[src/hdl/pfld_pkg.sv]
// Package: shared constants, codes, types and helpers of the page line drawing core.
`timescale 1ns / 1ps
`default_nettype none
package pfld_pkg;

  localparam int DEF_SCREEN_WIDTH  = 128;
  localparam int DEF_SCREEN_HEIGHT = 64;

  // Address arithmetic width: 5-bit page times up to 256 columns plus an 8-bit x.
  localparam int CALC_W = 14;
  // Signed working width for line clipping.
  localparam int SW     = 11;
  // Page index taken from the upper bits of an 8-bit row.
  localparam int PAGE_W = 5;

  localparam logic [2:0] OP_CLEAR = 3'd0;
  localparam logic [2:0] OP_PLOT  = 3'd1;
  localparam logic [2:0] OP_HLINE = 3'd2;
  localparam logic [2:0] OP_VLINE = 3'd3;
  localparam logic [2:0] OP_READ  = 3'd4;

  localparam logic [1:0] MODE_SET    = 2'd0;
  localparam logic [1:0] MODE_CLEAR  = 2'd1;
  localparam logic [1:0] MODE_INVERT = 2'd2;

  typedef struct packed {
    logic accept;
    logic setup_plot;
    logic setup_hl;
    logic setup_vl;
    logic advance_hl;
    logic advance_vl;
    logic vl_mask;
    logic mem_rd;
    logic mem_wr;
    logic clr_step;
    logic out_load;
  } pfld_cmd_t;

  typedef struct packed {
    logic clr_last;
    logic hl_ok;
    logic vl_ok;
    logic hl_done;
    logic hl_paint;
    logic vl_last;
    logic out_free;
  } pfld_stat_t;

  // Apply a pixel mask to one byte; unused mode code acts as invert.
  function automatic logic [7:0] paint_byte(input logic [7:0] cur, input logic [7:0] msk,
                                            input logic [1:0] mode);
    logic [7:0] res;
    case (mode)
      MODE_SET:   res = cur | msk;
      MODE_CLEAR: res = cur & ~msk;
      default:    res = cur ^ msk;
    endcase
    return res;
  endfunction

endpackage
`default_nettype wire

[src/hdl/pfld_ctrl.sv]
// Controller: command sequencing state machine for the page line drawing core.
`timescale 1ns / 1ps
`default_nettype none
module pfld_ctrl
  import pfld_pkg::*;
(
  input  wire logic       clk,
  input  wire logic       rst_n,
  input  wire logic       in_valid,
  output logic            in_ready,
  input  wire logic [2:0] in_op,
  input  wire pfld_stat_t stat,
  output pfld_cmd_t       cmd
);

  localparam logic [2:0] ST_CLEAR = 3'd0;
  localparam logic [2:0] ST_IDLE  = 3'd1;
  localparam logic [2:0] ST_SETUP = 3'd2;
  localparam logic [2:0] ST_HL    = 3'd3;
  localparam logic [2:0] ST_VL    = 3'd4;
  localparam logic [2:0] ST_RD    = 3'd5;
  localparam logic [2:0] ST_WR    = 3'd6;
  localparam logic [2:0] ST_OUT   = 3'd7;

  logic [2:0] state_r, state_nxt;
  logic [2:0] op_r, op_nxt;

  assign in_ready = (state_r == ST_IDLE);

  always_ff @(posedge clk) begin
    if (!rst_n) begin
      state_r <= ST_CLEAR;
      op_r    <= OP_CLEAR;
    end else begin
      state_r <= state_nxt;
      op_r    <= op_nxt;
    end
  end

  always_comb begin
    state_nxt = state_r;
    op_nxt    = op_r;
    cmd       = '0;
    unique case (state_r)
      ST_CLEAR: begin
        cmd.clr_step = 1'b1;
        if (stat.clr_last) state_nxt = ST_IDLE;
      end
      ST_IDLE: begin
        if (in_valid) begin
          cmd.accept = 1'b1;
          op_nxt     = in_op;
          unique case (in_op) inside
            OP_CLEAR:                    state_nxt = ST_CLEAR;
            OP_PLOT, OP_HLINE, OP_VLINE: state_nxt = ST_SETUP;
            OP_READ:                     state_nxt = ST_RD;
            default:                     state_nxt = ST_IDLE;
          endcase
        end
      end
      ST_SETUP: begin
        case (op_r)
          OP_PLOT: begin
            cmd.setup_plot = 1'b1;
            state_nxt      = ST_RD;
          end
          OP_HLINE: begin
            cmd.setup_hl = 1'b1;
            state_nxt    = stat.hl_ok ? ST_HL : ST_IDLE;
          end
          default: begin
            cmd.setup_vl = 1'b1;
            state_nxt    = stat.vl_ok ? ST_VL : ST_IDLE;
          end
        endcase
      end
      ST_HL: begin
        if (stat.hl_done) begin
          state_nxt = ST_IDLE;
        end else if (stat.hl_paint) begin
          state_nxt = ST_RD;
        end else begin
          cmd.advance_hl = 1'b1;
        end
      end
      ST_VL: begin
        cmd.vl_mask = 1'b1;
        state_nxt   = ST_RD;
      end
      ST_RD: begin
        cmd.mem_rd = 1'b1;
        state_nxt  = (op_r == OP_READ) ? ST_OUT : ST_WR;
      end
      ST_WR: begin
        cmd.mem_wr = 1'b1;
        case (op_r)
          OP_HLINE: begin
            cmd.advance_hl = 1'b1;
            state_nxt      = ST_HL;
          end
          OP_VLINE: begin
            cmd.advance_vl = 1'b1;
            state_nxt      = stat.vl_last ? ST_IDLE : ST_VL;
          end
          default: state_nxt = ST_IDLE;
        endcase
      end
      ST_OUT: begin
        if (stat.out_free) begin
          cmd.out_load = 1'b1;
          state_nxt    = ST_IDLE;
        end
      end
      default: state_nxt = ST_IDLE;
    endcase
  end

endmodule
`default_nettype wire

[config.mk]
export PLATFORM = sky130hd
export DESIGN_NAME = pfld_ctrl
export DESIGN_NICKNAME = d
export VERILOG_FILES = /design/src/hdl/pfld_pkg.sv /design/src/hdl/pfld_ctrl.sv
export SDC_FILE = /design/constraint.sdc
export NUM_CORES = 1
export LEC_CHECK = 0
export ABC_AREA = 1
export BUFFER_PORTS_ARGS = -buffer_cell sky130_fd_sc_hd__buf_4
export CAP_MARGIN = 20
export CORE_AREA = 2 2 41 43
export DETAILED_ROUTE_END_ITERATION = 8
export DIE_AREA = 0 0 43 45
export GPL_TIMING_DRIVEN = 0
export PLACE_DENSITY = 0.82
export SYNTH_ARGS = -nofsm -noshare
export SYNTH_HDL_FRONTEND = slang
export SYNTH_SLANG_ARGS = --single-unit
[constraint.sdc]
create_clock -name clk -period 1.26 [get_ports clk]
set_clock_uncertainty 0.2 [all_clocks]
set_input_delay 0 -clock clk [delete_from_list [all_inputs] [get_ports clk]]
set_output_delay 0 -clock clk [all_outputs]
set_load 0.02 [all_outputs]
; Yosys cells after proc, flatten, opt, wreduce, memory -nomap -nowiden
; Index checks and enable logic that the tools add are counted.
; Widths: inputs -> output; s select.
[totals]
register_bits = 6
in_bits = 13
out_inout_bits = 12
wordCells = 57
[op_classes]
n_eq_ne = 19
muxes = 30
reduce_logical = 6
[op_table]
columns = operator, n
row1 = $mux 3, 8
row2 = $pmux 3 s8, 1
row3 = $eq 3x2->1 const B, 6
row4 = $eq 3x3->1 const B, 6
row5 = $mux 1, 16
row6 = $pmux 3 s2, 2
row7 = $eq 3x1->1 const B, 3
row8 = $pmux 3 s3, 1
row9 = $logic_not 3->1, 2
row10 = $ne 2x2->1 const B, 3
row11 = $reduce_and 4->1, 1
row12 = $ne 3x3->1 const B, 1
row13 = $reduce_or 3->1, 1
row14 = $mux 2, 1
row15 = $pmux 1 s2, 1
row16 = $reduce_and 2->1, 1
row17 = $reduce_or 2->1, 1

; Longest topological paths before layout
[depth]
depth_word = 5
depth_mapped = 11
depth_no_buf = 10

; Worst setup path before layout
; Ideal clock, no wire load.
[synth_path]
path_type = reg-to-output
start = register state_r[2]
end = output cmd[5] (netlist bit)
t_arrival_ps = 1225
setup_slack_ps = -165
path_stages_with_launch = 4
path_buffers = 1
cell_sequence = dfxtp_1 buf_4 nand3_2 nor4_1
[synth_rtl]
columns = element, line_no
row1 = start: declaration, pfld_ctrl.sv:25  ; logic [2:0] state_r, state_nxt;
row2 = start signal: assignment, pfld_ctrl.sv:35  ; state_r <= state_nxt;
row3 = end: declaration, pfld_ctrl.sv:13  ; output pfld_cmd_t cmd

==> impl_results.md <==
- Max clock buf depth: 2
- F_max: 684 MHz
- Reg2Reg Depth: 7
- Synth area leaders: dfxtp_1 20%, inv_1 9.6%, nand2_1 8.3%
- Layout Cells excl Fill: 153
- Share of cells above drive strength 1: 61.3%
- Setup-failing EPs final: 17
- H-tree levels: 1
- Overflow after GRT: 0
- Worst hold path endpoint: state_r[2]
- # DRC: 0
- Final hold violations: 1
- DR WL/cell: 14.2 µm
- # fillers: 107
- First-pass GRT wire length: 2970 µm
- Pwr Density: 752 nW/µm²
- Share of synthesized registers carrying an async set or reset: 0%
- Crit path capture type: primary output
- Antenna-violating nets left: 0
- CTS buffer count: 3
- Cell taking the most area after synthesis: dfxtp_1
- Fin crit period: 1460 ps
- Hold crit path type: in2reg
- Die ar.: 1940 µm²
- Hold_ws: -129 ps
- # diodes: 0
- CTS clk-pin slew, worst paths: 40 ps
- Top cells by count, synth: 15 x inv_1, 13 x nand2_1, 9 x nand3_1
- Synth Warn #: 0
- Port Buffers: 24
- Total chip power: 0.837 mW
- Worst Setup Start Kind: register
- Synth top area share: 20.4%
- Max Slew Vio Count: 0
- Worst slew margin: 85.8%
- Hold_sp: stat[0]
- Iter 0 DRT Violations: 15
- Crit path max fanout: 7
- Syn Nets: 108
- Cell with the most instances after synthesis: inv_1
- CTS tree: built
- Hold path depth: 4
- Clk Latency, worst-skew pair: 250 ps
- Via count: 812
- Pre-Repair DR Iteration Count: 4
- Maximum vdd ir drop: 0.000575 V
- Final period utilization: 116%
- Pin count of the biggest net entering global routing: 9
- NumNets Final: 152
- Core Region: 1470 µm²
- Status: complete, but fails checks
- Tot GR Track Use: 20.5%
- Top FF cell, synth: dfxtp_1
- Reg2reg setup slack: -190 ps
- RR Startpoint: op_r[2]
- Avg Vias per Cell: 5.31
- Routed WL: 2170 µm
- Final instance area: 1110 µm²
- # IOs: 25
- Die Ht: 45 µm
- Hpwl dp: 1270 µm
- Setup TNS: -2030 ps
- Leakage: 0.540 nW
- Syn-to-layout area delta: 89.0%
- WS Path Type: reg2out
- Initial core utilization: 40.1%
- Critical Path RT: 1060 ps
- Placed inst area: 817 µm²
- Crit path arrival time: 1260 ps
- Flops & latches, synth: 6
- Sequential fraction of the synthesis area: 20.4%
- Number of global-route vias before repair: 732
- Worst slew pin tran: 211 ps
- Mapped Cells: 95
- Reg2reg end: state_r[2]
- Cells after DPL: 135
- Sink Count: 6
- Failing checks: negative hold slack, negative setup slack
- Netlist cell types: 21
- RD Place Congestion: 0.800
- Syn_area_per_cell: 6.20 µm²
- Mapped cell area: 589 µm²
- Maxcap violations: 0
- Row Count: 14
- CTS root buf: clkbuf_4
- Die X: 43 µm
- Setup WS post-layout: -201 ps
- Post-synth EDFFs: 0
- Initial antenna violation count: 0
- RSZ-0062 raised after global routing: true
[power by group]
group / switching (mW) / internal [mW] / leakage [nW]
sequential: 0.0303 / 0.212 / 0.0515
clock: 0.0731 / 0.108 / 0.0138
combinational: 0.227 / 0.187 / 0.474
total: 0.330 / 0.507 / 0.540
[placed cells by master, fill, tap and decap left out, drive strengths merged]
cell type and n:
dfxtp 6, a21oi 7, nand4 1, buf 33, nor4 1, o21ai 4, nand3b 3, o21bai 1
nor3 5, nor2 12, clkbuf 3, inv 22, nand3 12, dlygate4sd3 8, nand2 19
[repair_timing]
action                                  4_1_cts  5_1_grt
gates cloned                                  1        0
gates resized for setup                      31        9
endpoints found under the setup margin       18       18
buffers inserted                              2        4
hold buffers                                  7        1
pin swaps                                     5        5
endpoints found under the hold margin         6        4
[state kept, by name, indices dropped and copies added, names as in the netlist]
register	cells
op_r	3
state_r	3
[layout make-up]
cell class / count / area (µm²) / area share, %
flip-flops and latches: 6 / 129 / 11.6
repair buffers: 39 / 338 / 30.3
clock buffers: 3 / 22.5 / 2.02
well taps: 16 / 20.0 / 1.80
multi-input cells: 65 / 480 / 43.1
plain buffers: 2 / 31.3 / 2.81
inverters: 22 / 92.6 / 8.31
[how the worst max path moves through the flow]
stage	start	end	cells after the start
2_1_floorplan	state_r[1]	state_r[1]	9
3_3_place_gp	op_r[0]	state_r[2]	6
3_5_place_dp	op_r[0]	state_r[2]	6
4_1_cts	state_r[1]	cmd[7]	6
5_1_grt	state_r[2]	state_r[1]	8
6_report	state_r[1]	cmd[10]	7
[routing by layer]
metal / global-route usage [%] / share of wire [%] / vias up / wire (µm)
met4: 13.3 / 0.83 / 0 / 18
met5: 0 / 0 / - / 0
met2: 37.3 / 56 / 31 / 1210
li1: - / - / 392 / -
met1: 22.5 / 38 / 385 / 831
met3: 2.80 / 5.1 / 4 / 111
[critical path, stage by stage (launching register included)]
cell	delay, ps
dfxtp_2	320
buf_6	140
inv_4	50
nand2_4	70
nor2_8	160
nand2_4	100
inv_2	60
buf_6	110
[kinds of logic (layout without fill, tap and decap cells)]
logic type             after synthesis  after routing  share of synthesized area, %
buffers and inverters               24             66                          16.6
AND/OR/NAND/NOR                     53             53                          51.8
flip-flops                           6              6                          20.4
AO/OA/AOI/OAI                       12             12                          11.3
[stage by stage]
stage	utilization [%]	setup WS [ps]	hold WS (ps)
6_report	75.7	-201	-129
3_5_place_dp	55.5	-217	60.8
3_3_place_gp	55.5	-186	55.4
5_1_grt	75.7	-255	-127
2_1_floorplan	-	-90.6	-74.2
4_1_cts	70.4	-151	-140
No activity file was read; power rests on OpenSTA's default activity.
